**config.mk**
```make
export PLATFORM = sky130hd
export DESIGN_NAME = csad_div
export DESIGN_NICKNAME = d
export VERILOG_FILES = /design/src/csad_pkg.sv /design/src/csad_div.sv
export SDC_FILE = /design/constraint.sdc
export NUM_CORES = 1
export LEC_CHECK = 0
export ABC_CLOCK_PERIOD_IN_PS = 6850
export BUFFER_PORTS_ARGS = -buffer_cell sky130_fd_sc_hd__buf_4
export CAP_MARGIN = 20
export CELL_PAD_IN_SITES_DETAIL_PLACEMENT = 1
export CELL_PAD_IN_SITES_GLOBAL_PLACEMENT = 2
export CORE_UTILIZATION = 25
export DETAILED_ROUTE_END_ITERATION = 6
export PLACE_DENSITY = 0.59
export RECOVER_POWER = 100
export SETUP_SLACK_MARGIN = 0.2
export SLEW_MARGIN = 25
export SYNTH_ARGS = -nofsm -noshare
export SYNTH_HDL_FRONTEND = slang
export SYNTH_SLANG_ARGS = --single-unit
```
**constraint.sdc**
```tcl
create_clock -name clk_i -period 6.85 [get_ports clk_i]
set_input_delay 0.685 -clock clk_i [delete_from_list [all_inputs] [get_ports clk_i]]
set_output_delay 0.685 -clock clk_i [all_outputs]
set_load 0.01 [all_outputs]
```
**src/csad_pkg.sv**
```systemverilog
`timescale 1ns / 1ps
// ----------------------------------------------------------------------------
// csad_pkg
// Fixed-point constants, types and saturating helpers for the skew detector.
// ----------------------------------------------------------------------------
package csad_pkg;

  localparam int F      = 32;            // fraction bits of every Q value
  localparam int QW     = 64;            // Q word width
  localparam int TS_W   = 63;            // timestamp width
  localparam int DW     = QW + F;        // divider dividend width
  localparam int RW     = DW + (DW % 2); // square root radicand width
  localparam int RH     = RW / 2;        // square root result width
  localparam int CFG_IDX_W = 3;

  typedef logic signed [QW-1:0] q_t;
  typedef logic [TS_W-1:0]      ts_t;

  localparam logic [QW-1:0] Q_ONE = QW'(1) << F;
  localparam logic [QW-1:0] QMAX  = {1'b0, {(QW-1){1'b1}}};
  localparam logic [QW-1:0] QMIN  = {1'b1, {(QW-1){1'b0}}};

  localparam logic [62:0] NP_RST   = 63'(Q_ONE);
  localparam logic [33:0] FINV_RST = 34'((Q_ONE * 100) / 99);
  localparam logic [62:0] ICOV_RST = 63'(Q_ONE * 100);

  typedef enum logic [CFG_IDX_W-1:0] {
    REG_NOMINAL_PERIOD = 3'd0,
    REG_BASE_MEAN      = 3'd1,
    REG_BASE_DEV       = 3'd2,
    REG_ALARM_SIGMA    = 3'd3,
    REG_FORGET_INV     = 3'd4,
    REG_INIT_COV       = 3'd5,
    REG_MIN_RUN        = 3'd6
  } cfg_reg_e;

  function automatic logic [QW-1:0] mag_f(q_t a);
    return a[QW-1] ? QW'(-a) : QW'(a);
  endfunction

  function automatic q_t from_mag_f(logic neg, logic [QW-1:0] m);
    if (neg) begin
      return (m > QMAX) ? q_t'(QMIN) : -q_t'(m);
    end
    return (m > QMAX) ? q_t'(QMAX) : q_t'(m);
  endfunction

  function automatic q_t sat_add_f(q_t a, q_t b);
    q_t s;
    s = a + b;
    if (a[QW-1] == b[QW-1] && s[QW-1] != a[QW-1]) begin
      return a[QW-1] ? q_t'(QMIN) : q_t'(QMAX);
    end
    return s;
  endfunction

  function automatic q_t sat_sub_f(q_t a, q_t b);
    q_t d;
    d = a - b;
    if (a[QW-1] != b[QW-1] && d[QW-1] != a[QW-1]) begin
      return a[QW-1] ? q_t'(QMIN) : q_t'(QMAX);
    end
    return d;
  endfunction

  // Truncate a full product to Q and saturate
  function automatic q_t qfin_f(logic neg, logic [2*QW-1:0] p);
    logic [QW-1:0] r;
    r = (|p[2*QW-1:QW+F]) ? '1 : p[QW+F-1:F];
    return from_mag_f(neg, r);
  endfunction

  // Saturate a wide quotient to Q
  function automatic q_t qsat_f(logic neg, logic [DW-1:0] q);
    logic [QW-1:0] r;
    r = (|q[DW-1:QW]) ? '1 : q[QW-1:0];
    return from_mag_f(neg, r);
  endfunction

endpackage

```
**src/csad_div.sv**
```systemverilog
`timescale 1ns / 1ps
// ----------------------------------------------------------------------------
// csad_div
// Restoring radix-2 divider, one quotient bit per cycle.
// ----------------------------------------------------------------------------
module csad_div import csad_pkg::*; (
  input  logic          clk_i,
  input  logic          rst_ni,
  input  logic          start_i,
  input  logic [DW-1:0] dividend_i,
  input  logic [QW-1:0] divisor_i,
  output logic          done_o,
  output logic [DW-1:0] quot_o
);

  localparam int CW = $clog2(DW + 1);

  logic          busy_q, done_q;
  logic [CW-1:0] cnt_q;
  logic [QW-1:0] rem_q, dvs_q;
  logic [DW-1:0] quo_q;
  logic [QW:0]   trial, diff;
  logic          ge;

  // shift in the next dividend bit and try a subtract
  assign trial = {rem_q, quo_q[DW-1]};
  assign ge    = trial >= {1'b0, dvs_q};
  assign diff  = trial - {1'b0, dvs_q};

  always_ff @(posedge clk_i or negedge rst_ni) begin
    if (!rst_ni) begin
      busy_q <= 1'b0;
      done_q <= 1'b0;
      cnt_q  <= '0;
    end else begin
      done_q <= 1'b0;
      if (start_i) begin
        busy_q <= 1'b1;
        cnt_q  <= CW'(DW);
      end else if (busy_q) begin
        cnt_q <= cnt_q - 1'b1;
        if (cnt_q == CW'(1)) begin
          busy_q <= 1'b0;
          done_q <= 1'b1;
        end
      end
    end
  end

  // dividend leaves at the top while quotient bits enter at the bottom
  always_ff @(posedge clk_i) begin
    if (start_i) begin
      rem_q <= '0;
      quo_q <= dividend_i;
      dvs_q <= divisor_i;
    end else if (busy_q) begin
      rem_q <= ge ? diff[QW-1:0] : trial[QW-1:0];
      quo_q <= {quo_q[DW-2:0], ge};
    end
  end

  assign done_o = done_q;
  assign quot_o = quo_q;

endmodule

```
==> flow_summary.toml <==
[synthesis]
post_synth_main_area_contributors = "edfxtp_1 36%, dfxtp_1 9.7%, mux2_2 8.3%"
postSynthCellCount = 1305
number_of_synthesized_flops_with_an_enable_pin = 160
yosysWarningCount = 0
netlist-cell-type-count = 70
postSynth.topFlopCell = "edfxtp_1"
postSynth.asyncResetShare_pct = 3.86
ys_seq_elements = 233
netlist.area_leader.share_pct = 36.2
synth.largest_area_cell = "edfxtp_1"
synthesis.area_um2 = 13300
syn-mean-instance-area_um2 = 10.2
synth.net_count = 1535
synth.yosys.seq_area_share_pct = 47.6

[worst_setup_path]
crit_type = "reg2reg"
worstSetupEndpointType = "flip-flop"
critPathMaxStageDelay_ps = 1080
critPathArrivalTime_ps = 5120
critical_path.slowest_cell = "clkbuf_1"
timing.reg2reg.worst_path_depth = 12
critical_path.cell_chain = "inv_1 > ha_1 > nand4_1 > nor4_1 > nand4_1 > o31ai_1 > nor3_1 > o311a_1 > nor2_4 > clkbuf_1 > mux2i_1 > a211oi_1"
cp_data_required_time_ps = 7120
critical_path_depth = 12
worst_path_dominant_cell_family = "simple AND/OR/NAND/NOR gates"
crit_path_frequent_cell = "nand4_1"
worstPathBufferInverterCount = 2
startpoint_type = "flip-flop"
worst-path-max-fanout = 30

[sta]
timing.final.hold_violations = 0
grt_setup_unrepaired = "false"
max_slew_margin_vs_limit_pct = -161
layout_min_cycle_time_ps = 4860
final_report_setup_violation_count = 0
slew_violations = 255
achievable_clock_frequency_mhz = 206
min_period_over_period_pct = 70.9
worst_clock_skew_ps = 33.3
worst_slew_pin_slew_ps = 3920
fin_tns_setup_ps = 0

[layout]
design.final.nets = 1768
insertedDiodeCount = 0
area_used_by_sequential_logic_in_the_layout_um2 = 6310
final_non_filler_cells = 2250
layout_cell_share_with_drive_strength_beyond_1_pct = 19.7
area_growth_syn_to_layout_pct = 24.1
multi_input_area_um2 = 6330
layout.filler_cells = 6000

[cts]
post_cts_buffers = 0
clk_path_buf_depth = 3
tritoncts = "yes"
cts_root_buf = "clkbuf_16"
cts_made_buffers = 30
h_tree_depth = 1
worst_skew_pair.late_latency_ps = 610
path_clk_slew_ps = 60
clkSinkCount = 233
post_cts_resized = 0

[pwr]
max-vdd-ir-drop_v = 0.000237
cellPowerDensity_nw_per_um2 = 230
leakagePower_uw = 0.00658

[floorplanning]
die_w_um = 232
initial_utilization_pct = 25.3
design.die.area_um2 = 54000
die_y_um = 232
core.rowCount = 84
pin_count = 260
core_region_area_um2 = 52600

[routing]
detail-route-antenna-nets = 0
drt_pass1_iterations = 7
wirelength_um = 44900
initial_drc_count = 402
met2_wirelength_um = 20500
detail_route.wirelength.met1_um = 19800
detailroute.via_count = 10800
met3WireLength_um = 3670
post_drt_via_cell_ratio = 4.78
routedWlPerCell_um = 20.0
top_layer_used = "met5"
post-route-drc-count = 1

[placement]
numPlacedInstances = 2193
hpwlAfterDp_um = 33600
routabilityCongestion = 0.789
placement.io_buffers = 259

[hold_path]
worstHoldPathType = "in2reg"
holdPathStages = 1

[outcome]
violations_in_the_final_reports = "design-rule violations, max-capacitance violations, max-slew violations"
status = "finished, violations left"

[grt]
grt_pass1_vias = 11800
grt_pass1_wl_um = 70800
grt_overflow = 0
antenna_violations_before_repair = 6
tot_gr_track_use_pct = 16.8
grt_start_max_net_pins = 149

[job]
max-cap-violations = 3
cells by family (layout without fill, tap and decap cells):
logic type      count (synthesis)  in the layout  synth area share (%)
mux                           112            112                  9.37
buf+inv                       158            415                  4.70
flops                         233            233                  47.6
fa+ha+maj                      67             67                  6.37
xor+xnor                       59             59                  3.89
simple gates                  330            330                  11.3
compound gates                346            346                  16.8
per-stage QoR:
stage	hold WS (ps)	cell area [um2]	utilization [%]	setup WS (ps)	power [uW]
final	274	16500	31.3	1990	3790
after global routing	237	16500	31.3	1440	3960
after CTS	211	16900	32.2	2550	3920
after detailed placement	484	15900	30.2	2580	2240
after global placement	485	15900	30.2	2600	2240
after floorplan	389	13300	-	3190	1960
flip-flops by register name, indices dropped and copies added, names as in the netlist:
name,flops
quot_o,96
dvs_q,64
rem_q,64
done_o,1
busy_q,1
cnt_q,7
where the power goes:
group | internal [uW] | switching (uW) | leakage, uW
Clock | 974 | 658 | 0.000489
Sequential | 1620 | 57.2 | 0.00227
Combinational | 212 | 264 | 0.00383
Total | 2810 | 979 | 0.00658
cell usage after synthesis, drive strengths merged (16+ instances only):
library cell,count
a211oi,43
a21o,32
a21oi,107
a31oi,16
clkbuf,54
dfxtp,64
edfxtp,160
ha,66
inv,89
mux2,98
nand2,96
nand3,20
nand4,23
nor2,119
nor3,22
o21ai,70
xnor2,35
xor2,24
worst register-to-register path, delay by kind of cell (launching register included):
kind | cells | cell delay [ps]
fa+ha+maj | 1 | 410
buf+inv | 2 | 1150
compound gates | 3 | 590
flops | 1 | 320
mux | 1 | 310
simple gates | 5 | 1740
layer usage:
layer,track usage [%],vias to the layer above
li1,-,5263
met1,21.5,5170
met2,27.2,266
met3,5.66,54
met4,3.56,6
met5,0,-
cells in the final DEF (no fill, tap or decap), types with 30 or more instances in the layout:
cell type	instances
a211oi_1	43
edfxtp_1	160
clkbuf_1	121
o21ai_0	69
nand2_1	96
buf_4	99
dfxtp_1	64
clkbuf_4	55
inv_1	88
ha_1	66
mux2_2	96
clkbuf_16	30
a21oi_1	106
xnor2_1	35
a21o_1	32
nor2_1	118
cell type report:
cell class	count	area share [%]
Tap cell	688	5.23
Inverter	90	2.06
Clock inverter	12	0.988
Timing Repair Buffer	269	9.76
Clock buffer	44	5.18
Multi-Input combinational cell	914	38.4
Sequential cell	233	38.3
worst paths after layout:
| check | from | to | slack, ps |
|---|---|---|---|
| min in group asynchronous | rst_ni | cnt_q[4] | 550 |
| max in group asynchronous | rst_ni | busy_q | 5960 |
| min reg2reg | rem_q[61] | rem_q[61] | 490 |
| max | dvs_q[19] | rem_q[28] | 1990 |
| max reg2reg | dvs_q[19] | rem_q[28] | 1990 |
| min | divisor_i[5] | dvs_q[5] | 270 |
what timing repair did:
action | CTS | global route
hold buffers | 1 | 0
hold endpoints to repair | 9 | 0
endpoints found under the setup margin | 0 | 0
Note: power is estimated with default switching activity, not from simulation.
