--- src/csad_pkg.sv ---
`timescale 1ns / 1ps
// ----------------------------------------------------------------------------
// csad_pkg
// Fixed-point constants, types and saturating helpers for the skew detector.
// ----------------------------------------------------------------------------
package csad_pkg;

  localparam int F      = 32;            // fraction bits of every Q value
  localparam int QW     = 64;            // Q word width
  localparam int TS_W   = 63;            // timestamp width
  localparam int DW     = QW + F;        // divider dividend width
  localparam int RW     = DW + (DW % 2); // square root radicand width
  localparam int RH     = RW / 2;        // square root result width
  localparam int CFG_IDX_W = 3;

  typedef logic signed [QW-1:0] q_t;
  typedef logic [TS_W-1:0]      ts_t;

  localparam logic [QW-1:0] Q_ONE = QW'(1) << F;
  localparam logic [QW-1:0] QMAX  = {1'b0, {(QW-1){1'b1}}};
  localparam logic [QW-1:0] QMIN  = {1'b1, {(QW-1){1'b0}}};

  localparam logic [62:0] NP_RST   = 63'(Q_ONE);
  localparam logic [33:0] FINV_RST = 34'((Q_ONE * 100) / 99);
  localparam logic [62:0] ICOV_RST = 63'(Q_ONE * 100);

  typedef enum logic [CFG_IDX_W-1:0] {
    REG_NOMINAL_PERIOD = 3'd0,
    REG_BASE_MEAN      = 3'd1,
    REG_BASE_DEV       = 3'd2,
    REG_ALARM_SIGMA    = 3'd3,
    REG_FORGET_INV     = 3'd4,
    REG_INIT_COV       = 3'd5,
    REG_MIN_RUN        = 3'd6
  } cfg_reg_e;

  function automatic logic [QW-1:0] mag_f(q_t a);
    return a[QW-1] ? QW'(-a) : QW'(a);
  endfunction

  function automatic q_t from_mag_f(logic neg, logic [QW-1:0] m);
    if (neg) begin
      return (m > QMAX) ? q_t'(QMIN) : -q_t'(m);
    end
    return (m > QMAX) ? q_t'(QMAX) : q_t'(m);
  endfunction

  function automatic q_t sat_add_f(q_t a, q_t b);
    q_t s;
    s = a + b;
    if (a[QW-1] == b[QW-1] && s[QW-1] != a[QW-1]) begin
      return a[QW-1] ? q_t'(QMIN) : q_t'(QMAX);
    end
    return s;
  endfunction

  function automatic q_t sat_sub_f(q_t a, q_t b);
    q_t d;
    d = a - b;
    if (a[QW-1] != b[QW-1] && d[QW-1] != a[QW-1]) begin
      return a[QW-1] ? q_t'(QMIN) : q_t'(QMAX);
    end
    return d;
  endfunction

  // Truncate a full product to Q and saturate
  function automatic q_t qfin_f(logic neg, logic [2*QW-1:0] p);
    logic [QW-1:0] r;
    r = (|p[2*QW-1:QW+F]) ? '1 : p[QW+F-1:F];
    return from_mag_f(neg, r);
  endfunction

  // Saturate a wide quotient to Q
  function automatic q_t qsat_f(logic neg, logic [DW-1:0] q);
    logic [QW-1:0] r;
    r = (|q[DW-1:QW]) ? '1 : q[QW-1:0];
    return from_mag_f(neg, r);
  endfunction

endpackage

--- src/csad_sqrt.sv ---
`timescale 1ns / 1ps
// ----------------------------------------------------------------------------
// csad_sqrt
// Digit-by-digit floor square root, one result bit per cycle.
// ----------------------------------------------------------------------------
module csad_sqrt import csad_pkg::*; (
  input  logic          clk_i,
  input  logic          rst_ni,
  input  logic          start_i,
  input  logic [RW-1:0] rad_i,
  output logic          done_o,
  output logic [RH-1:0] root_o
);

  localparam int CW = $clog2(RH + 1);

  logic          busy_q, done_q;
  logic [CW-1:0] cnt_q;
  logic [RW-1:0] rad_q;
  logic [RH:0]   rem_q;
  logic [RH-1:0] root_q;
  logic [RH+2:0] r4, trial, diff;
  logic          ge;

  // bring down two radicand bits and test root*4+1
  assign r4    = {rem_q, rad_q[RW-1:RW-2]};
  assign trial = {1'b0, root_q, 2'b01};
  assign ge    = r4 >= trial;
  assign diff  = r4 - trial;

  always_ff @(posedge clk_i or negedge rst_ni) begin
    if (!rst_ni) begin
      busy_q <= 1'b0;
      done_q <= 1'b0;
      cnt_q  <= '0;
    end else begin
      done_q <= 1'b0;
      if (start_i) begin
        busy_q <= 1'b1;
        cnt_q  <= CW'(RH);
      end else if (busy_q) begin
        cnt_q <= cnt_q - 1'b1;
        if (cnt_q == CW'(1)) begin
          busy_q <= 1'b0;
          done_q <= 1'b1;
        end
      end
    end
  end

  always_ff @(posedge clk_i) begin
    if (start_i) begin
      rad_q  <= rad_i;
      rem_q  <= '0;
      root_q <= '0;
    end else if (busy_q) begin
      rad_q  <= rad_q << 2;
      rem_q  <= ge ? diff[RH:0] : r4[RH:0];
      root_q <= {root_q[RH-2:0], ge};
    end
  end

  assign done_o = done_q;
  assign root_o = root_q;

endmodule

--- config.mk ---
export PLATFORM = sky130hd
export DESIGN_NAME = csad_sqrt
export DESIGN_NICKNAME = d
export VERILOG_FILES = /design/src/csad_pkg.sv /design/src/csad_sqrt.sv
export SDC_FILE = /design/constraint.sdc
export NUM_CORES = 1
export LEC_CHECK = 0
export ABC_AREA = 1
export BUFFER_PORTS_ARGS = -buffer_cell sky130_fd_sc_hd__clkbuf_2
export CORE_ASPECT_RATIO = 0.5
export CORE_MARGIN = 4
export CORE_UTILIZATION = 55
export CTS_BUF_LIST = sky130_fd_sc_hd__clkbuf_8
export DETAILED_ROUTE_END_ITERATION = 8
export PLACE_DENSITY = 0.78
export RECOVER_POWER = 100
export SLEW_MARGIN = 5
export SYNTH_ARGS = -nofsm -noshare
export SYNTH_HDL_FRONTEND = slang
export SYNTH_SLANG_ARGS = --single-unit
--- constraint.sdc ---
create_clock -name clk_i -period 8.5 [get_ports clk_i]
set_input_delay 1.7 -clock clk_i [delete_from_list [all_inputs] [get_ports clk_i]]
set_output_delay 1.7 -clock clk_i [all_outputs]
set_load 0.01 [all_outputs]
==> out/qor.csv, run 1 <==
stage,metric,value,unit
status,run status,finished with violations,
status,failing checks,"capacitance limit, slew limit",
floorplan,effective utilization at floorplan,57.20,%
route,remaining antenna violation count,0,
grt,number of antenna violations at the first check in global routing,2,
synthesis,post-synthesis sequential area ratio,41.79,%
clock_tree,number of buffers added for setup after CTS,0,
synthesis,biggest area contributors in the synthesized netlist,"sky130_fd_sc_hd__nand2_1 25%, sky130_fd_sc_hd__edfxtp_1 24%, sky130_fd_sc_hd__dfxtp_1 16%",
clock_tree,clk sinks,201,
placed_design,routability congestion estimate,1.022,
sta,worst clock skew,25.45,ps
synthesis,cell type with the highest aggregate area in the netlist,sky130_fd_sc_hd__nand2_1,
clock_tree,number of buffers inserted for hold repair after clock tree synthesis,0,
finish,"most common cell after layout, fill and taps aside",sky130_fd_sc_hd__nand2_1,
route,number of DRC violations after detailed routing,0,
synthesis,Most used DFF post-synth,sky130_fd_sc_hd__dfxtp_1,
finish,fin nets,2054,
power,static leakage,7.098,nW
route,first drt pass iteration count,5,
synthesis,area share of the largest cell type after synthesis,24.73,%
floorplan,die area,24430,um^2
clock_tree,clock latency reported for the late side of the worst-skew pair,610,ps
sta,Worst Max-Slew Pin Slew,2583,ps
critical_path,worst setup path category,in -> reg,
sta,Final Critical Period,4985,ps
floorplan,top-level I/O count,148,
sta,worst relative slew slack,-72.17,%
synthesis,netlist area before placement,12020,um^2
clock_tree,CTS-repair resized insts,0,
sta,number of hold violations in the final report,0,
clock_tree,clock slew seen by the registers of the worst setup and hold paths,70,ps
sta,unrepaired setup endpoints after global routing,false,
grt,Overall Global Routing Usage,26.45,%
sta,final worst-path cycle share,58.65,%
floorplan,Core Region,21020,um^2
finish,Area growth syn-to-layout,12.13,%
grt,"Remaining Overflow, GRT",0,
finish,fraction of layout cells with a size suffix above 1,8.372,%
route,final wirelength,32.50,mm
critical_path,Critical Path Source Type,input pin,
synthesis,total of flip-flops plus latches after synthesis,201,
synthesis,Yosys warning count,0,
clock_tree,number of buffers created by CTS,28,
run,number of max-cap violations,2,
sta,final slew viol count,119,
synthesis,mean cell area of the mapped netlist,6.800,um^2
synthesis,Cell variety after synth,33,
synthesis,proportion of synthesized flip-flops having asynchronous set or reset,3.980,%
finish,core occupancy in the finished layout,64.14,%
synthesis,cell count after synthesis,1768,
clock_tree,buffer type at the clock tree root,sky130_fd_sc_hd__clkbuf_8,
critical_path,largest fanout of any net on the critical path,76,
floorplan,Site Rows,37,
placed_design,number of buffers added on ports,147,
critical_path,critical path data required time,9000,ps
route,post-DR wirelength/cell,14.67,um
placed_design,sum of net half-perimeters after detailed placement,24.12,mm
power,largest vdd supply drop,0.1888,mV
finish,number of diodes,0,
route,total vias in the final route,11441,
grt,number of global-route vias before repair,10708,
synthesis,post-synthesis net count,1919,
clock_tree,htree depth,1,
floorplan,width of the die,217.1,um
floorplan,Die Y,112.5,um
critical_path,type of destination of the critical path,flop,
clock_tree,TritonCTS clock tree,built,
clock_tree,buffer depth of the longest clock path,3,
finish,"Design Area, Final",13480,um^2
sta,maximum clock frequency,200.6,MHz
synthesis,"EDFF count, synth",96,
grt,pin count of the biggest net entering global routing,101,
route,drt via density,5.165,
worst_hold_path,classification of the worst-slack hold path,reg -> reg,
route,initial detailed-routing violation count,1079,
power,pwr/cell area,340.9,nW/um^2
finish,"leading cell types in the layout, fill and taps excluded","792 x sky130_fd_sc_hd__nand2_1, 257 x sky130_fd_sc_hd__inv_1, 142 x sky130_fd_sc_hd__nand3_1, 102 x sky130_fd_sc_hd__nor2_1, 97 x sky130_fd_sc_hd__dfxtp_1",
placed_design,area of placed instances,13000,um^2
grt,first-pass GRT wire length,53.22,mm
sta,Total Negative Setup Slacks,0,ps
sta,final number of setup-violating endpoints,0,
critical_path,data arrival at the endpoint of the critical path,5490,ps
==> kinds of logic after synthesis <==
family | synth area share [%]
simple gates | 36.28
compound gates | 5.089
buf+inv | 9.606
xor+xnor | 1.821
fa+ha+maj | 5.412
flops | 41.79
==> worst paths after layout <==
path                            startpoint  cells after the start  slack, ps   endpoint
worst max-delay path               start_i                      6       3510  root_o[6]
worst min-delay path              rem_q[5]                      2        470   rem_q[7]
worst max register to register      busy_q                      5       4320  root_o[6]
worst min register to register    rem_q[5]                      2        470   rem_q[7]
max in group asynchronous           rst_ni                      1       7180     done_o
min in group asynchronous           rst_ni                      1       1010   cnt_q[0]
==> synthesized netlist by cell type (3+ instances only) <==
library cell,n
sky130_fd_sc_hd__nand2_1,792
sky130_fd_sc_hd__inv_1,247
sky130_fd_sc_hd__nand3_1,142
sky130_fd_sc_hd__nor2_1,104
sky130_fd_sc_hd__dfxtp_1,97
sky130_fd_sc_hd__edfxtp_1,96
sky130_fd_sc_hd__ha_1,52
sky130_fd_sc_hd__o22ai_1,48
sky130_fd_sc_hd__a21oi_1,35
sky130_fd_sc_hd__clkbuf_1,35
sky130_fd_sc_hd__xor2_1,24
sky130_fd_sc_hd__nand4_1,15
sky130_fd_sc_hd__o21ai_0,12
sky130_fd_sc_hd__buf_2,8
sky130_fd_sc_hd__dfrtp_1,8
sky130_fd_sc_hd__nor2_2,7
sky130_fd_sc_hd__nor3_1,7
sky130_fd_sc_hd__o21bai_1,7
sky130_fd_sc_hd__buf_1,6
sky130_fd_sc_hd__nand3b_1,5
sky130_fd_sc_hd__inv_2,4
sky130_fd_sc_hd__and2_1,3
==> report_power, final <==
group | internal [mW] | leakage, nW | switching, mW
sequential | 1.16 | 1.94 | 0.0850
combinational | 0.821 | 4.83 | 1.76
clock | 0.378 | 0.328 | 0.391
total | 2.36 | 7.10 | 2.24
==> state kept, by name (all words and copies together) (netlist names) <==
| register | count |
|---|---|
| done_o | 1 |
| rad_q | 96 |
| cnt_q | 6 |
| rem_q | 49 |
| root_o | 48 |
| busy_q | 1 |
==> area by class of cell <==
| type | count | area (um^2) |
|---|---|---|
| clock inverter | 18 | 113.9 |
| multi-input combinational | 1264 | 5858 |
| inverter | 253 | 954.7 |
| clock buffer | 32 | 440.4 |
| tap | 292 | 365.4 |
| timing repair buffer | 155 | 724.4 |
| sequential | 201 | 5025 |
| fill | 2034 | 7536 |
==> layer usage <==
| layer | GRT usage, % | wire length [um] | vias up |
|---|---|---|---|
| met5 | 0.5882 | 26 | - |
| met4 | 5.080 | 498 | 4 |
| met3 | 6.519 | 3237 | 46 |
| met2 | 39.24 | 13310 | 440 |
| met1 | 39.41 | 15430 | 5127 |
| li1 | - | - | 5824 |
==> worst max-delay path, stage by stage <==
cell and delay, ps:
sky130_fd_sc_hd__clkbuf_1 140, sky130_fd_sc_hd__nor2_4 90, sky130_fd_sc_hd__clkbuf_1 1820, sky130_fd_sc_hd__inv_6 750
sky130_fd_sc_hd__buf_4 630, sky130_fd_sc_hd__o22ai_1 290
==> metrics by stage <==
stage	worst slack (ps)	hold WS (ps)	instances	power, mW
floorplan	3338	446.1	1768	3.133
global placement	4558	459.5	2165	3.748
detailed placement	4505	462.2	2165	3.776
CTS	5137	470.7	2215	4.553
global route	3159	497.0	2215	5.024
finish	3515	467.8	2215	4.595
Note: power is estimated with default switching activity, not from simulation.
==> run 2: changes to the inputs <==
clock period = 4.8 ns   (was 8.5 ns; I/O delays follow)
==> run 2 against run 1 <==
  * The flow still finishes with violations (capacitance limit, slew limit)
  * Setup slack lost 2300 ps
  * Largest power group unchanged
  * Sequential share of layout area down 0.079 points
  * Power up 78%
  * Worst hold slack worse by 200 ps
  * Register-to-register slack lost 3100 ps
  * Highest routed layer unchanged
  * Via count decreased by 1.4%
  * Combinational power rose by 78%
  * Die area is the same
==> out/qor.csv, run 2 (synthesis gave the netlist of run 1 again) <==
stage,metric,value,unit
critical_path,Reg-to-Reg Start,root_o[39],
power,relative contribution of the clock network to total power,17.0,%
critical_path,cell-by-cell listing of the critical path,"inv_1, ha_1, nand2_1, nor2_1, nand2_1, nor3_1, nand3_1, nand3_1, clkbuf_2, nand3_1, nand2_1, nand2_1",
sta,number of hold violations in the final report,0,
clock_tree,CTS-repair resized insts,0,
clock_tree,number of buffers inserted for hold repair after clock tree synthesis,0,
route,drt via density,5.083,
clock_tree,clock slew seen by the registers of the worst setup and hold paths,70,ps
finish,"most common cell after layout, fill and taps aside",sky130_fd_sc_hd__nand2_1,
finish,"leading cell types in the layout, fill and taps excluded","792 x sky130_fd_sc_hd__nand2_1, 262 x sky130_fd_sc_hd__inv_1, 143 x sky130_fd_sc_hd__nand3_1, 102 x sky130_fd_sc_hd__nor2_1, 98 x sky130_fd_sc_hd__clkbuf_2",
power,largest vdd supply drop,0.3872,mV
grt,number of antenna violations at the first check in global routing,1,
floorplan,Die Y,112.5,um
clock_tree,clk sinks,201,
power,switching power,3.975,mW
status,failing checks,"capacitance limit, slew limit",
grt,Overall Global Routing Usage,26.44,%
finish,area of the multi-input gates,5853,um^2
critical_path,Critical Path Source Type,flop,
route,remaining antenna violation count,0,
sta,Worst Max-Slew Pin Slew,1799,ps
placed_design,sum of net half-perimeters after detailed placement,24.39,mm
critical_path,sum of buffers and inverters on the critical path,2,
floorplan,effective utilization at floorplan,57.20,%
finish,count of non-filler cells in the finished layout,2220,
placed_design,routability congestion estimate,0.9734,
route,number of DRC violations after detailed routing,0,
floorplan,die area,24430,um^2
power,Internal,4.221,mW
power,switching portion of total power,48.50,%
critical_path,Worst path slowest cell,sky130_fd_sc_hd__clkbuf_2,
status,run status,finished with violations,
route,initial detailed-routing violation count,978,
sta,least setup slack across all paths after layout,1254,ps
sta,Final Critical Period,3546,ps
sta,final worst-path cycle share,73.87,%
sta,maximum clock frequency,282.0,MHz
grt,number of global-route vias before repair,10610,
critical_path,number of cells traversed by the worst register-to-register path,12,
finish,flip-flop count of the largest register after layout,96,
finish,Area growth syn-to-layout,12.37,%
clock_tree,clock latency reported for the late side of the worst-skew pair,620,ps
clock_tree,number of buffers added for setup after CTS,0,
floorplan,width of the die,217.1,um
critical_path,worst setup path category,reg -> reg,
floorplan,Site Rows,37,
grt,first-pass GRT wire length,53.00,mm
route,total vias in the final route,11285,
critical_path,critical path data required time,5260,ps
floorplan,top-level I/O count,148,
finish,area taken by flip-flops and latches,5025,um^2
power,pwr/cell area,606.6,nW/um^2
route,first drt pass iteration count,6,
sta,final slew viol count,161,
sta,Worst Hold Margin,264.4,ps
sta,final number of setup-violating endpoints,0,
clock_tree,htree depth,1,
sta,worst relative slew slack,-19.93,%
finish,number of diodes,0,
critical_path,Most Frequent Cell on Critical Path,sky130_fd_sc_hd__nand2_1,
finish,Reg with most FFs,rad_q,
critical_path,type of destination of the critical path,flop,
critical_path,r2r setup slk,1250,ps
sta,Total Negative Setup Slacks,0,ps
finish,Filler Cell Count,2033,
clock_tree,number of buffers created by CTS,29,
placed_design,number of buffers added on ports,147,
clock_tree,buffer depth of the longest clock path,3,
run,number of max-cap violations,2,
placed_design,worst slack at placement,1776,ps
clock_tree,buffer type at the clock tree root,sky130_fd_sc_hd__clkbuf_8,
critical_path,peak per-stage delay on the critical path,950,ps
sta,worst clock skew,56.74,ps
critical_path,data arrival at the endpoint of the critical path,4010,ps
route,final wirelength,32.51,mm
finish,fin nets,2056,
finish,fraction of layout cells with a size suffix above 1,8.247,%
sta,unrepaired setup endpoints after global routing,false,
placed_design,placed insts,2166,
critical_path,largest fanout of any net on the critical path,50,
power,static leakage,7.128,nW
route,post-DR wirelength/cell,14.64,um
worst_hold_path,classification of the worst-slack hold path,in -> async,
clock_tree,TritonCTS clock tree,built,
critical_path,Top Family by Delay on Critical Path,simple AND/OR/NAND/NOR gates,
grt,pin count of the biggest net entering global routing,116,
floorplan,Core Region,21020,um^2
power,share of power burned in combinational logic,56.1,%
power,register share of total power,26.9,%
critical_path,destination of the worst register-to-register timing path,rem_q[42],
grt,"Remaining Overflow, GRT",0,
run 2: cell count changes in the layout (fill, tap and decap cells not counted), sizes merged:
cell / change
buf: -2
clkbuf: +6
clkinv: -4
inv: +5
run 2: cell type report:
class | instances | share of cell area (%)
Multi-Input combinational cell | 1264 | 43.32
Sequential cell | 201 | 37.19
Inverter | 253 | 7.066
Timing Repair Buffer | 156 | 5.353
Clock buffer | 35 | 3.565
Tap cell | 292 | 2.704
Clock inverter | 19 | 0.7964
run 2: how the worst max path moves through the flow:
stage | start | end | slack (ps) | cells after the start
after floorplan | start_i | rad_q[0] | 380 | 3
after global placement | start_i | rad_q[36] | 1780 | 5
after detailed placement | start_i | rad_q[36] | 1780 | 5
after CTS | root_o[23] | rem_q[7] | 1830 | 14
after global routing | root_o[39] | rem_q[42] | 920 | 12
final | root_o[39] | rem_q[42] | 1250 | 12
run 2: power by group through the flow:
stage / sequential, mW / clock [mW] / combinational [mW]
floorplan: 2.19 / 0 / 3.36
global placement: 2.23 / 0 / 4.47
detailed placement: 2.23 / 0 / 4.50
CTS: 2.20 / 1.42 / 4.52
global route: 2.23 / 1.50 / 5.23
finish: 2.20 / 1.39 / 4.60
run 2: routing by layer:
| layer | vias up | global-route usage [%] | wire length (um) |
|---|---|---|---|
| li1 | 5828 | - | - |
| met1 | 5026 | 39.19 | 15850 |
| met2 | 381 | 39.41 | 13020 |
| met3 | 48 | 6.275 | 3025 |
| met4 | 2 | 5.673 | 597 |
| met5 | - | 0 | 13 |
run 2: metrics by stage:
stage	instance area [um^2]	power (mW)	util, %
3_5_place_dp	13010	6.725	61.89
2_1_floorplan	12020	5.548	-
5_1_grt	13510	8.955	64.28
6_report	13510	8.195	64.28
3_3_place_gp	13010	6.694	61.89
4_1_cts	13600	8.138	64.70
