File: config.mk
export PLATFORM = sky130hd
export DESIGN_NAME = csad_mul
export DESIGN_NICKNAME = d
export VERILOG_FILES = /design/src/csad_pkg.sv /design/src/csad_mul.sv
export SDC_FILE = /design/constraint.sdc
export NUM_CORES = 1
export LEC_CHECK = 0
export BUFFER_PORTS_ARGS = -buffer_cell sky130_fd_sc_hd__buf_2
export CAP_MARGIN = 20
export CORE_MARGIN = 5
export CORE_UTILIZATION = 30
export DETAILED_ROUTE_END_ITERATION = 10
export PLACE_DENSITY = 0.56
export RECOVER_POWER = 100
export SLEW_MARGIN = 20
export SYNTH_ARGS = -nofsm -noshare
export SYNTH_HDL_FRONTEND = slang
export SYNTH_SLANG_ARGS = --single-unit
File: constraint.sdc
create_clock -name clk_i -period 6.2 [get_ports clk_i]
set_clock_uncertainty 0.2 [all_clocks]
set_input_delay 0.93 -clock clk_i [delete_from_list [all_inputs] [get_ports clk_i]]
set_output_delay 0.93 -clock clk_i [all_outputs]
set_load 0.01 [all_outputs]
File: src/csad_pkg.sv
`timescale 1ns / 1ps
// ----------------------------------------------------------------------------
// csad_pkg
// Fixed-point constants, types and saturating helpers for the skew detector.
// ----------------------------------------------------------------------------
package csad_pkg;

  localparam int F      = 32;            // fraction bits of every Q value
  localparam int QW     = 64;            // Q word width
  localparam int TS_W   = 63;            // timestamp width
  localparam int DW     = QW + F;        // divider dividend width
  localparam int RW     = DW + (DW % 2); // square root radicand width
  localparam int RH     = RW / 2;        // square root result width
  localparam int CFG_IDX_W = 3;

  typedef logic signed [QW-1:0] q_t;
  typedef logic [TS_W-1:0]      ts_t;

  localparam logic [QW-1:0] Q_ONE = QW'(1) << F;
  localparam logic [QW-1:0] QMAX  = {1'b0, {(QW-1){1'b1}}};
  localparam logic [QW-1:0] QMIN  = {1'b1, {(QW-1){1'b0}}};

  localparam logic [62:0] NP_RST   = 63'(Q_ONE);
  localparam logic [33:0] FINV_RST = 34'((Q_ONE * 100) / 99);
  localparam logic [62:0] ICOV_RST = 63'(Q_ONE * 100);

  typedef enum logic [CFG_IDX_W-1:0] {
    REG_NOMINAL_PERIOD = 3'd0,
    REG_BASE_MEAN      = 3'd1,
    REG_BASE_DEV       = 3'd2,
    REG_ALARM_SIGMA    = 3'd3,
    REG_FORGET_INV     = 3'd4,
    REG_INIT_COV       = 3'd5,
    REG_MIN_RUN        = 3'd6
  } cfg_reg_e;

  function automatic logic [QW-1:0] mag_f(q_t a);
    return a[QW-1] ? QW'(-a) : QW'(a);
  endfunction

  function automatic q_t from_mag_f(logic neg, logic [QW-1:0] m);
    if (neg) begin
      return (m > QMAX) ? q_t'(QMIN) : -q_t'(m);
    end
    return (m > QMAX) ? q_t'(QMAX) : q_t'(m);
  endfunction

  function automatic q_t sat_add_f(q_t a, q_t b);
    q_t s;
    s = a + b;
    if (a[QW-1] == b[QW-1] && s[QW-1] != a[QW-1]) begin
      return a[QW-1] ? q_t'(QMIN) : q_t'(QMAX);
    end
    return s;
  endfunction

  function automatic q_t sat_sub_f(q_t a, q_t b);
    q_t d;
    d = a - b;
    if (a[QW-1] != b[QW-1] && d[QW-1] != a[QW-1]) begin
      return a[QW-1] ? q_t'(QMIN) : q_t'(QMAX);
    end
    return d;
  endfunction

  // Truncate a full product to Q and saturate
  function automatic q_t qfin_f(logic neg, logic [2*QW-1:0] p);
    logic [QW-1:0] r;
    r = (|p[2*QW-1:QW+F]) ? '1 : p[QW+F-1:F];
    return from_mag_f(neg, r);
  endfunction

  // Saturate a wide quotient to Q
  function automatic q_t qsat_f(logic neg, logic [DW-1:0] q);
    logic [QW-1:0] r;
    r = (|q[DW-1:QW]) ? '1 : q[QW-1:0];
    return from_mag_f(neg, r);
  endfunction

endpackage

File: src/csad_mul.sv
`timescale 1ns / 1ps
// ----------------------------------------------------------------------------
// csad_mul
// Bit-serial unsigned 64x64 multiplier, one multiplier bit per cycle.
// ----------------------------------------------------------------------------
module csad_mul import csad_pkg::*; (
  input  logic              clk_i,
  input  logic              rst_ni,
  input  logic              start_i,
  input  logic [QW-1:0]     a_i,
  input  logic [QW-1:0]     b_i,
  output logic              done_o,
  output logic [2*QW-1:0]   prod_o
);

  localparam int CW = $clog2(QW + 1);

  logic          busy_q, done_q;
  logic [CW-1:0] cnt_q;
  logic [QW-1:0] hi_q, lo_q, mc_q;
  logic [QW:0]   sum;

  // add the multiplicand when the low bit is set
  assign sum = {1'b0, hi_q} + (lo_q[0] ? {1'b0, mc_q} : '0);

  // control: count the bits, pulse done at the end
  always_ff @(posedge clk_i or negedge rst_ni) begin
    if (!rst_ni) begin
      busy_q <= 1'b0;
      done_q <= 1'b0;
      cnt_q  <= '0;
    end else begin
      done_q <= 1'b0;
      if (start_i) begin
        busy_q <= 1'b1;
        cnt_q  <= CW'(QW);
      end else if (busy_q) begin
        cnt_q <= cnt_q - 1'b1;
        if (cnt_q == CW'(1)) begin
          busy_q <= 1'b0;
          done_q <= 1'b1;
        end
      end
    end
  end

  // datapath: shift the partial product right one bit per cycle
  always_ff @(posedge clk_i) begin
    if (start_i) begin
      hi_q <= '0;
      lo_q <= b_i;
      mc_q <= a_i;
    end else if (busy_q) begin
      hi_q <= sum[QW:1];
      lo_q <= {sum[0], lo_q[QW-1:1]};
    end
  end

  assign done_o = done_q;
  assign prod_o = {hi_q, lo_q};

endmodule

==> summary.md, run 1 <==
## Placement
- **IO Port Bufs** 259
- **cell area after placement** 13100 sq um
- **# placed instances** 1760
- **last weighted congestion value of the routability-driven placer** 0.865
- **half-perimeter wire length after placement** 23600 um
- **Post-Place Setup Slack** 2010 ps

## Drt
- **count of TritonRoute iterations in the first routing pass** 5
- **Met3 Routed Length** 2360 um
- **length of routed wiring on met1** 14200 um
- **via count** 8754
- **post-route ant nets** 0
- **detailed-routed wire length on met2** 14500 um
- **vias per cell** 4.85
- **top layer used by detailed routing** met5
- **wire per inst** 17.6 um
- **drt first-iter violations** 534
- **wire length after detailed routing** 31700 um
- **number of remaining DRC errors** 0

## Timing
- **Slew headroom** -91.8%
- **Worst Hold Margin** 140 ps
- **RSZ-0062 raised after global routing** false
- **slew at the pin closest to its max-slew limit** 2880 ps
- **sum of negative setup slack** 0 ps
- **Highest Clock Rate** 211 MHz
- **Min Clock Period, post-route** 4750 ps
- **total count of max-transition violations in the final report** 152
- **Worst Setup Slack, final** 1450 ps
- **period utilisation layout** 76.5%
- **Hold Violations, Final** 0
- **setup-violating endpoint count in the final report** 0

## Worst setup path
- **Worst setup EP type** register
- **CP Data Arrival Time** 4670 ps
- **class of the most critical setup path** in2reg
- **critical path fanouts, max** 62
- **critical path launch point type** primary input
- **required arrival time at the worst endpoint** 6120 ps

## Cells and area
- **top library cells by usage in the layout, fill and taps aside** sky130_fd_sc_hd__clkbuf_1, sky130_fd_sc_hd__edfxtp_1, sky130_fd_sc_hd__buf_2
- **post-layout util** 36.3%
- **count of placed standard cells in the final layout, fillers left out** 1804
- **most common library cell in the layout ignoring fill and taps** sky130_fd_sc_hd__clkbuf_1
- **antenna cell count** 0
- **final non-filler cell area** 13600 sq um
- **area added between synthesis and finish** 20.1%
- **Layout Nets** 1473
- **fraction of layout cells with a size suffix above 1** 19.2%

## Die
- **Total Die Area** 41800 sq um
- **Die Ht** 204 um
- **core area** 37500 sq um
- **initial core utilization** 30.2%
- **standard-cell rows** 71
- **Die W** 204 um
- **ports placed on the boundary** 260

## Power and ir drop
- **reported leakage power** 5.77 nW
- **Switching Fraction** 36.1%
- **IR Drop Worst-Case VDD** 0.225 mV
- **total chip power** 5.13 mW
- **logic gate share of total power** 35.7%
- **Net Sw Power** 1.85 mW
- **ratio of total power to cell area** 377 nW/um^2
- **cell-internal power** 3.28 mW
- **sequential share of power** 37.5%
- **clock network fraction of design power** 26.9%

## Global route
- **global route overflow** 0
- **initial antenna violation count** 1
- **global-route wire length before repair** 50000 um
- **maximum number of pins on one net before global-route repair** 78
- **number of global-route vias before repair** 9106
- **overall fraction of global-route tracks in use** 14.8%

## Clock network
- **Root Driver** sky130_fd_sc_hd__clkbuf_16
- **number of sinks driven by the clock tree** 201
- **number of CTS-inserted buffers** 24
- **post-CTS sizing** 0
- **buffers inserted during post-CTS setup optimization** 0
- **clock latency on the worst-skew pair** 540 ps
- **CTS tree** built
- **clock transition at the registers of the reported paths** 60 ps
- **H-Tree Depth** 1
- **CTS Hold Bufs** 0
- **Max Buffers Root-to-Sink** 3

## Hold path
- **type of the worst min-delay path** in2async

## Synth
- **commonest register cell after synthesis** sky130_fd_sc_hd__edfxtp_1
- **count of synthesis-stage warnings from yosys** 0
- **flip-flop and latch count after synthesis** 201
- **Unique masters post-synth** 77
- **Mean Syn Cell Area** 10.9 sq um
- **share of synthesized area occupied by flip-flops and latches** 47.2%
- **synthesized netlist net count** 1238
- **Synth Instances** 1040
- **mapped cell area** 11300 sq um
- **FFs w/ async S/R, synth** 4.48%
- **number of flops mapped to enable cells by yosys** 128

## Status
- **result of the run** finished with violations
- **violated checks** max-capacitance violations, max-slew violations

## Job
- **max-cap violations** 3

==> sequential cells by signal (all words and copies together), names as in the netlist <==
name    cells
lo_q       64
hi_q       64
done_o      1
cnt_q       7
busy_q      1
mc_q       64
==> cell usage after synthesis (all sizes together), types with 7 or more instances <==
library cell	n	area, sq um
dfxtp	64	1280
mux2i	27	270
dfrtp	9	225
edfxtp	128	3840
a22o	31	272
and3	7	43.8
inv	17	63.8
xnor2	34	298
nor2	72	270
a211oi	14	120
o21bai	12	93.8
ha	66	826
clkbuf	41	154
nand2b	9	56.3
nand4	19	119
a31oi	8	56.3
nand3	19	105
a21oi	79	399
xor2	31	272
nor3	11	60.1
nand2	57	216
o21ai	41	209
and2	66	414
a21o	26	196
o21a	7	52.6
mux2	65	732
buf	15	124
nor2b	10	62.6
==> final cells by class <==
class	instances	area, sq um
Clock inverter	6	53.8
Tap cell	511	639
Timing Repair Buffer	265	1170
Inverter	17	63.8
Sequential cell	201	5350
Fill cell	3919	23900
Multi-Input combinational cell	766	5630
Clock buffer	38	704
==> metal layers <==
metal	GRT usage, %	vias to the layer above
met5	0	-
met4	3.23	2
met3	4.22	37
met2	23.9	241
met1	19.7	4136
li1	-	4338
==> power groups by stage <==
stage / combinational [mW] / clock (mW) / sequential [mW]
3_5_place_dp: 1.89 / 0 / 1.94
3_3_place_gp: 1.88 / 0 / 1.95
6_report: 1.83 / 1.38 / 1.92
5_1_grt: 2.05 / 1.49 / 1.96
4_1_cts: 1.90 / 1.43 / 1.92
2_1_floorplan: 1.25 / 0 / 1.98
==> final timing paths <==
kind                                from        to  slack, ps  cells after the start
worst max-delay path             start_i   lo_q[9]       1450                      4
worst min-delay path              rst_ni  cnt_q[0]        140                      1
worst max register to register   lo_q[0]  hi_q[63]       1780                     13
worst min register to register  hi_q[50]  hi_q[50]        310                      2
max in group asynchronous         rst_ni    busy_q       5270                      1
min in group clk_i              hi_q[50]  hi_q[50]        310                      2
==> worst max-delay path, cell delays in order <==
cell and delay (ps):
sky130_fd_sc_hd__clkbuf_1 1980, sky130_fd_sc_hd__nor2_1 160, sky130_fd_sc_hd__inv_1 320, sky130_fd_sc_hd__clkbuf_2 1200
==> cell families after synthesis <==
group	Yosys count	share of synthesized area, %
AOI/OAI and AO/OA	257	15.5
xor gates and xnor gates	65	5.02
adders and majority gates	67	7.46
buffers and inverters	73	3.01
DFF	201	47.2
muxes	92	8.84
and+or+nand+nor	285	13.0
Note: power is estimated with default switching activity, not from simulation.
==> run 2, diff against run 1 <==
--- a/config.mk
+++ b/config.mk
@@ -5,6 +5,7 @@
 export SDC_FILE = /design/constraint.sdc
 export NUM_CORES = 1
 export LEC_CHECK = 0
+export ABC_AREA = 1
 export BUFFER_PORTS_ARGS = -buffer_cell sky130_fd_sc_hd__buf_2
 export CAP_MARGIN = 20
 export CORE_MARGIN = 5
==> constraint.sdc (replaced) <==
create_clock -name clk_i -period 4.8 [get_ports clk_i]
set_clock_uncertainty 0.2 [all_clocks]
set_input_delay 0.72 -clock clk_i [delete_from_list [all_inputs] [get_ports clk_i]]
set_output_delay 0.72 -clock clk_i [all_outputs]
set_load 0.01 [all_outputs]
==> summary.md, run 2 <==
## Drt
- **drt first-iter violations** 720, was 534
- **wire per inst** 16.3 um, was 17.6 um
- **count of TritonRoute iterations in the first routing pass** 6, was 5
- **via count** 13.0k, was 8754
- **number of remaining DRC errors** 0, unchanged
- **wire length after detailed routing** 47200 um, was 31700 um
- **post-route ant nets** 0, unchanged
- **vias per cell** 4.48, was 4.85

## Synth
- **top-area cell type share of the netlist area** 28.9%, was 33.9%
- **commonest register cell after synthesis** sky130_fd_sc_hd__edfxtp_1, unchanged
- **most area-consuming cells after synthesis** sky130_fd_sc_hd__edfxtp_1, sky130_fd_sc_hd__nand2_1, sky130_fd_sc_hd__inv_1, was sky130_fd_sc_hd__edfxtp_1, sky130_fd_sc_hd__dfxtp_1, sky130_fd_sc_hd__ha_1
- **FFs w/ async S/R, synth** 4.48%, unchanged
- **most used standard cell by instance count after synthesis** sky130_fd_sc_hd__nand2_1, was sky130_fd_sc_hd__edfxtp_1
- **share of synthesized area occupied by flip-flops and latches** 40.2%, was 47.2%
- **mapped cell area** 13300 sq um, was 11300 sq um
- **Synth Instances** 2029, was 1040
- **most numerous cell types in the synthesized netlist** sky130_fd_sc_hd__nand2_1, sky130_fd_sc_hd__inv_1, sky130_fd_sc_hd__edfxtp_1, was sky130_fd_sc_hd__edfxtp_1, sky130_fd_sc_hd__a21oi_1, sky130_fd_sc_hd__nor2_1
- **Mean Syn Cell Area** 6.57 sq um, was 10.9 sq um
- **count of synthesis-stage warnings from yosys** 0, unchanged
- **cell taking the most area after synthesis** sky130_fd_sc_hd__edfxtp_1, unchanged
- **synthesized netlist net count** 2227, was 1238
- **flip-flop and latch count after synthesis** 201, unchanged
- **number of flops mapped to enable cells by yosys** 128, unchanged
- **Unique masters post-synth** 37, was 77

## Clock network
- **CTS tree** built, unchanged
- **post-CTS sizing** 0, unchanged
- **number of sinks driven by the clock tree** 201, unchanged
- **clock transition at the registers of the reported paths** 60 ps, about the same
- **H-Tree Depth** 1, unchanged
- **Max Buffers Root-to-Sink** 3, unchanged
- **clock latency on the worst-skew pair** 550 ps, was 540 ps
- **number of CTS-inserted buffers** 27, was 24
- **Root Driver** sky130_fd_sc_hd__clkbuf_16, unchanged

## Timing
- **total count of max-transition violations in the final report** 172, was 152
- **sum of negative setup slack** 0 ps, unchanged
- **Worst Setup Slack, final** 1080 ps, was 1450 ps
- **Hold Violations, Final** 0, unchanged
- **Slew headroom** -83.4%, was -91.8%
- **Highest Clock Rate** 269 MHz
- **period utilisation layout** 77.4%
- **setup-violating endpoint count in the final report** 0, unchanged
- **RSZ-0062 raised after global routing** false, unchanged
- **slew at the pin closest to its max-slew limit** 2750 ps, was 2880 ps
- **Min Clock Period, post-route** 3720 ps

## Global route
- **initial antenna violation count** 8, was 1
- **global-route wire length before repair** 72500 um, was 50000 um
- **global route overflow** 0, unchanged
- **number of global-route vias before repair** 13.0k, was 9106
- **overall fraction of global-route tracks in use** 19.1%, was 14.8%
- **maximum number of pins on one net before global-route repair** 77, was 78

## Cells and area
- **top library cells by usage in the layout, fill and taps aside** sky130_fd_sc_hd__nand2_1, sky130_fd_sc_hd__inv_1, sky130_fd_sc_hd__clkbuf_1, was sky130_fd_sc_hd__clkbuf_1, sky130_fd_sc_hd__edfxtp_1, sky130_fd_sc_hd__buf_2
- **count of placed standard cells in the final layout, fillers left out** 2905, was 1804
- **fraction of layout cells with a size suffix above 1** 8.44%, was 19.2%
- **most common library cell in the layout ignoring fill and taps** sky130_fd_sc_hd__nand2_1, was sky130_fd_sc_hd__clkbuf_1
- **registers with the most flip-flops** hi_q x64, lo_q x64, mc_q x64, unchanged
- **post-layout util** 36.2%, was 36.3%
- **Layout Nets** 2489, was 1473
- **area added between synthesis and finish** 19.5%, was 20.1%

## Status
- **violated checks** max-capacitance violations, max-slew violations, unchanged
- **result of the run** finished with violations, unchanged

## Power and ir drop
- **logic gate share of total power** 26.1%, was 35.7%
- **IR Drop Worst-Case VDD** 0.247 mV, was 0.225 mV
- **sequential share of power** 39.9%, was 37.5%
- **Net Sw Power** 1.97 mW, was 1.85 mW
- **Switching Fraction** 34.5%, was 36.1%
- **cell-internal power** 3.73 mW, was 3.28 mW
- **clock network fraction of design power** 34.0%, was 26.9%
- **ratio of total power to cell area** 358 nW/um^2, was 377 nW/um^2
- **reported leakage power** 8.87 nW, was 5.77 nW

## Die
- **Die W** 221 um, was 204 um
- **Total Die Area** 48700 sq um, was 41800 sq um
- **standard-cell rows** 77, was 71
- **core area** 44000 sq um, was 37500 sq um
- **Die Ht** 221 um, was 204 um
- **initial core utilization** 30.3%, was 30.2%
- **ports placed on the boundary** 260, unchanged

## Worst setup path
- **Worst setup startpoint** start_i, unchanged
- **critical register-to-register path startpoint** busy_q, was lo_q[0]
- **required arrival time at the worst endpoint** 4760 ps, was 6120 ps
- **critical path launch point type** primary input, unchanged
- **class of the most critical setup path** in2reg, unchanged
- **Worst setup EP type** register, unchanged
- **critical path fanouts, max** 46, was 62
- **CP Data Arrival Time** 3670 ps, was 4670 ps

## Placement
- **half-perimeter wire length after placement** 37800 um, was 23600 um
- **IO Port Bufs** 259, unchanged
- **# placed instances** 2853, was 1760
- **Post-Place Setup Slack** 1580 ps, was 2010 ps
- **last weighted congestion value of the routability-driven placer** 0.943, was 0.865

## Hold path
- **type of the worst min-delay path** in2reg, was in2async
- **Worst Hold Launch** a_i[49]

## Job
- **max-cap violations** 3, unchanged

[run 2: area by class of cell]
type / instances / area (sq um)
Timing Repair Buffer: 267 / 1180
Multi-Input combinational cell: 1398 / 6320
Sequential cell: 201 / 5350
Inverter: 396 / 1490
Tap cell: 592 / 741
Clock inverter: 7 / 61.3
Fill cell: 4932 / 28100
Clock buffer: 42 / 782
Antenna cell: 2 / 5.00
[run 2: cell families after synthesis]
logic type	share of synthesized area, %
AND/OR/NAND/NOR	36.5
buffers and inverters	12.1
flip-flops	40.2
AO/OA/AOI/OAI	4.68
adder cells (fa/ha/maj)	6.35
XOR/XNOR	0.132
[run 2: metrics by stage]
step	power (mW)	cell area, sq um	hold WS, ps
after global routing	6.08	15900	106
after detailed placement	3.85	15300	263
after CTS	5.84	16100	106
after floorplan	3.20	13300	224
after global placement	3.84	15300	258
final	5.70	15900	141
[run 2: final timing paths]
kind                       endpoint  slack (ps)  cells after the start
hold / removal             mc_q[49]         140                      1
setup reg to reg           lo_q[59]        1310                      3
hold reg to reg            hi_q[17]         270                      2
min in group asynchronous  cnt_q[0]         490                      2
max in group asynchronous    busy_q        3570                      2
setup / recovery           lo_q[59]        1080                      4
[run 2: power groups by stage]
stage / Sequential, mW / Clock [mW] / Combinational, mW
finish: 2.28 / 1.94 / 1.49
global route: 2.30 / 2.08 / 1.69
CTS: 2.27 / 2.01 / 1.55
detailed placement: 2.30 / 0 / 1.55
global placement: 2.30 / 0 / 1.54
floorplan: 2.32 / 0 / 0.881
[run 2: worst max-delay path, cell delays in order]
cell	delay (ps)
sky130_fd_sc_hd__clkbuf_1	660
sky130_fd_sc_hd__nor2_4	30
sky130_fd_sc_hd__inv_1	1290
sky130_fd_sc_hd__clkbuf_1	940
[run 2: metal layers]
metal	track usage (%)	up-vias	share of wire, %
li1	-	6714	-
met1	25.0	5780	45
met2	30.8	414	43
met3	5.69	80	8.7
met4	5.25	12	3.0
met5	0	-	0.15
[run 2: what timing repair did]
item / 4_1_cts / 5_1_grt
setup buffers: 0 / 0
hold buffers: 1 / 0
endpoints found under the hold margin: 9 / 0
==> run 3, diff against run 2 <==
==> constraint.sdc (replaced) <==
create_clock -name clk_i -period 3.5 [get_ports clk_i]
set_clock_uncertainty 0.2 [all_clocks]
set_input_delay 0.525 -clock clk_i [delete_from_list [all_inputs] [get_ports clk_i]]
set_output_delay 0.525 -clock clk_i [all_outputs]
set_load 0.01 [all_outputs]
==> summary.md, run 3 (synthesis results as in run 2) <==
## Cells and area
- **most common library cell in the layout ignoring fill and taps** sky130_fd_sc_hd__nand2_1, unchanged
- **count of placed standard cells in the final layout, fillers left out** 2981, was 2905
- **registers with the most flip-flops** hi_q x64, lo_q x64, mc_q x64, unchanged
- **antenna cell count** 0, was 2
- **Layout Nets** 2566, was 2489
- **final non-filler cell area** 16700 sq um, was 15900 sq um
- **area added between synthesis and finish** 25.7%, was 19.5%
- **top library cells by usage in the layout, fill and taps aside** sky130_fd_sc_hd__nand2_1, sky130_fd_sc_hd__inv_1, sky130_fd_sc_hd__clkbuf_1, unchanged
- **fraction of layout cells with a size suffix above 1** 8.62%, was 8.44%

## Timing
- **Worst Hold Margin** 31.4 ps, was 141 ps
- **Highest Clock Rate** 310 MHz
- **period utilisation layout** 92.1%
- **RSZ-0062 raised after global routing** false, unchanged
- **setup-violating endpoint count in the final report** 0, unchanged
- **sum of negative setup slack** 0 ps, unchanged
- **Min Clock Period, post-route** 3220 ps
- **total count of max-transition violations in the final report** 75, was 172
- **slew at the pin closest to its max-slew limit** 1900 ps, was 2750 ps
- **Slew headroom** -26.7%, was -83.4%
- **Hold Violations, Final** 0, unchanged

## Placement
- **last weighted congestion value of the routability-driven placer** 0.975, was 0.943
- **IO Port Bufs** 259, unchanged
- **half-perimeter wire length after placement** 38100 um, was 37800 um
- **cell area after placement** 15400 sq um, was 15300 sq um
- **# placed instances** 2856, was 2853

## Power and ir drop
- **logic gate share of total power** 26.4%, was 26.1%
- **IR Drop Worst-Case VDD** 0.334 mV, was 0.247 mV
- **total chip power** 8.02 mW, was 5.70 mW
- **clock network fraction of design power** 34.8%, was 34.0%
- **cell-internal power** 5.23 mW, was 3.73 mW
- **Net Sw Power** 2.78 mW, was 1.97 mW
- **reported leakage power** 9.21 nW, was 8.87 nW
- **sequential share of power** 38.9%, was 39.9%
- **Switching Fraction** 34.7%, was 34.5%
- **ratio of total power to cell area** 479 nW/um^2, was 358 nW/um^2

## Die
- **initial core utilization** 30.3%, unchanged
- **core area** 44000 sq um, unchanged
- **Die Ht** 221 um, unchanged
- **Die W** 221 um, unchanged
- **standard-cell rows** 77, unchanged
- **ports placed on the boundary** 260, unchanged
- **Total Die Area** 48700 sq um, unchanged

## Worst setup path
- **Worst setup EP type** register, unchanged
- **critical path launch point type** register, was primary input
- **reg2reg setup slack** 280 ps, was 1310 ps
- **required arrival time at the worst endpoint** 3750 ps, was 4760 ps
- **Worst setup startpoint** lo_q[0], was start_i
- **worst-case reg-to-reg path depth** 15, was 3
- **CP Data Arrival Time** 3470 ps, was 3670 ps
- **class of the most critical setup path** reg2reg, was in2reg
- **critical path fanouts, max** 64, was 46
- **critical register-to-register path startpoint** lo_q[0], was busy_q

## Global route
- **initial antenna violation count** 0, was 8
- **number of global-route vias before repair** 13.4k, was 13.0k
- **global route overflow** 0, unchanged
- **global-route wire length before repair** 74700 um, was 72500 um
- **maximum number of pins on one net before global-route repair** 75, was 77
- **overall fraction of global-route tracks in use** 19.6%, was 19.1%

## Hold path
- **count of cells along the worst hold path** 3, was 1
- **Worst Hold Launch** b_i[55], was a_i[49]
- **type of the worst min-delay path** in2reg, unchanged

## Clock network
- **clock latency on the worst-skew pair** 570 ps, was 550 ps
- **number of sinks driven by the clock tree** 201, unchanged
- **number of CTS-inserted buffers** 27, unchanged
- **Root Driver** sky130_fd_sc_hd__clkbuf_16, unchanged
- **CTS tree** built, unchanged
- **clock transition at the registers of the reported paths** 70 ps, was 60 ps
- **Max Buffers Root-to-Sink** 3, unchanged
- **H-Tree Depth** 1, unchanged
- **post-CTS sizing** 0, unchanged

## Drt
- **number of remaining DRC errors** 0, unchanged
- **wire per inst** 16.1 um, was 16.3 um
- **via count** 13.4k, was 13.0k
- **count of TritonRoute iterations in the first routing pass** 6, unchanged
- **post-route ant nets** 0, unchanged
- **vias per cell** 4.51, was 4.48
- **wire length after detailed routing** 48100 um, was 47200 um
- **drt first-iter violations** 827, was 720

## Status
- **violated checks** max-capacitance violations, max-slew violations, unchanged
- **result of the run** finished with violations, unchanged

## Job
- **max-cap violations** 1, was 3

[run 3: changes by cell type in the layout (fill, tap and decap cells not counted), sizes merged]
| cell | before | now |
|---|---|---|
| clkbuf | 180 | 172 |
| clkinvlp | 1 | 5 |
| clkinv | 6 | 13 |
| diode | 2 | 0 |
| dlygate4sd3 | 1 | 75 |
| bufinv | 1 | 2 |
[run 3: through the flow]
| step | worst slack (ps) | utilization, % |
|---|---|---|
| 6_report | 277 | 38.0 |
| 5_1_grt | 57.8 | 38.0 |
| 4_1_cts | 316 | 38.6 |
| 3_5_place_dp | 352 | 34.9 |
| 3_3_place_gp | 366 | 34.9 |
| 2_1_floorplan | 978 | - |
[run 3: layout make-up]
cell class	instances	area [sq um]
Sequential cell	201	5350
Fill cell	4827	27300
Tap cell	592	741
Clock buffer	31	732
Timing Repair Buffer	344	1950
Multi-Input combinational cell	1398	6320
Clock inverter	19	163
Inverter	396	1490
[run 3: worst paths after layout]
kind | end
worst max-delay path | hi_q[61]
worst min-delay path | lo_q[55]
worst max register to register | hi_q[61]
worst min register to register | hi_q[20]
max in group asynchronous | busy_q
min in group asynchronous | cnt_q[3]
[run 3: power groups by stage]
stage	clock network (mW)	logic, mW	registers, mW
after CTS	2.88	2.21	3.11
after global routing	3.00	2.41	3.15
after floorplan	0	1.21	3.18
after global placement	0	2.12	3.15
final	2.79	2.11	3.11
after detailed placement	0	2.14	3.15
[run 3: routing by layer]
layer  GRT usage, %  share of wire, %  vias to the layer above
met2           31.6                44                      455
met5              0                 0                        -
met1           26.3                45                     6016
met4           5.77               3.1                        0
li1               -                 -                     6878
met3           4.93               8.0                       84
[run 3: what timing repair did]
item                                    in CTS  in global routing
hold buffers                                75                  0
buffers inserted                             0                  0
endpoints found under the setup margin       0                  0
hold endpoints to repair                    83                  0
[run 3: critical path: stages, from the launching register on]
cell                       delay (ps)
sky130_fd_sc_hd__edfxtp_1         430
sky130_fd_sc_hd__buf_12           240
sky130_fd_sc_hd__nand2_1          100
sky130_fd_sc_hd__inv_1             40
sky130_fd_sc_hd__ha_1             230
sky130_fd_sc_hd__fa_1             480
sky130_fd_sc_hd__nand2_1          110
sky130_fd_sc_hd__nand3_1          180
sky130_fd_sc_hd__nand2_1          120
sky130_fd_sc_hd__nand2_1          100
sky130_fd_sc_hd__nand2_1          110
sky130_fd_sc_hd__nand2_1          290
sky130_fd_sc_hd__nand2_1          200
sky130_fd_sc_hd__nand3_1           90
sky130_fd_sc_hd__nand3_1          100
sky130_fd_sc_hd__nand2_1           70
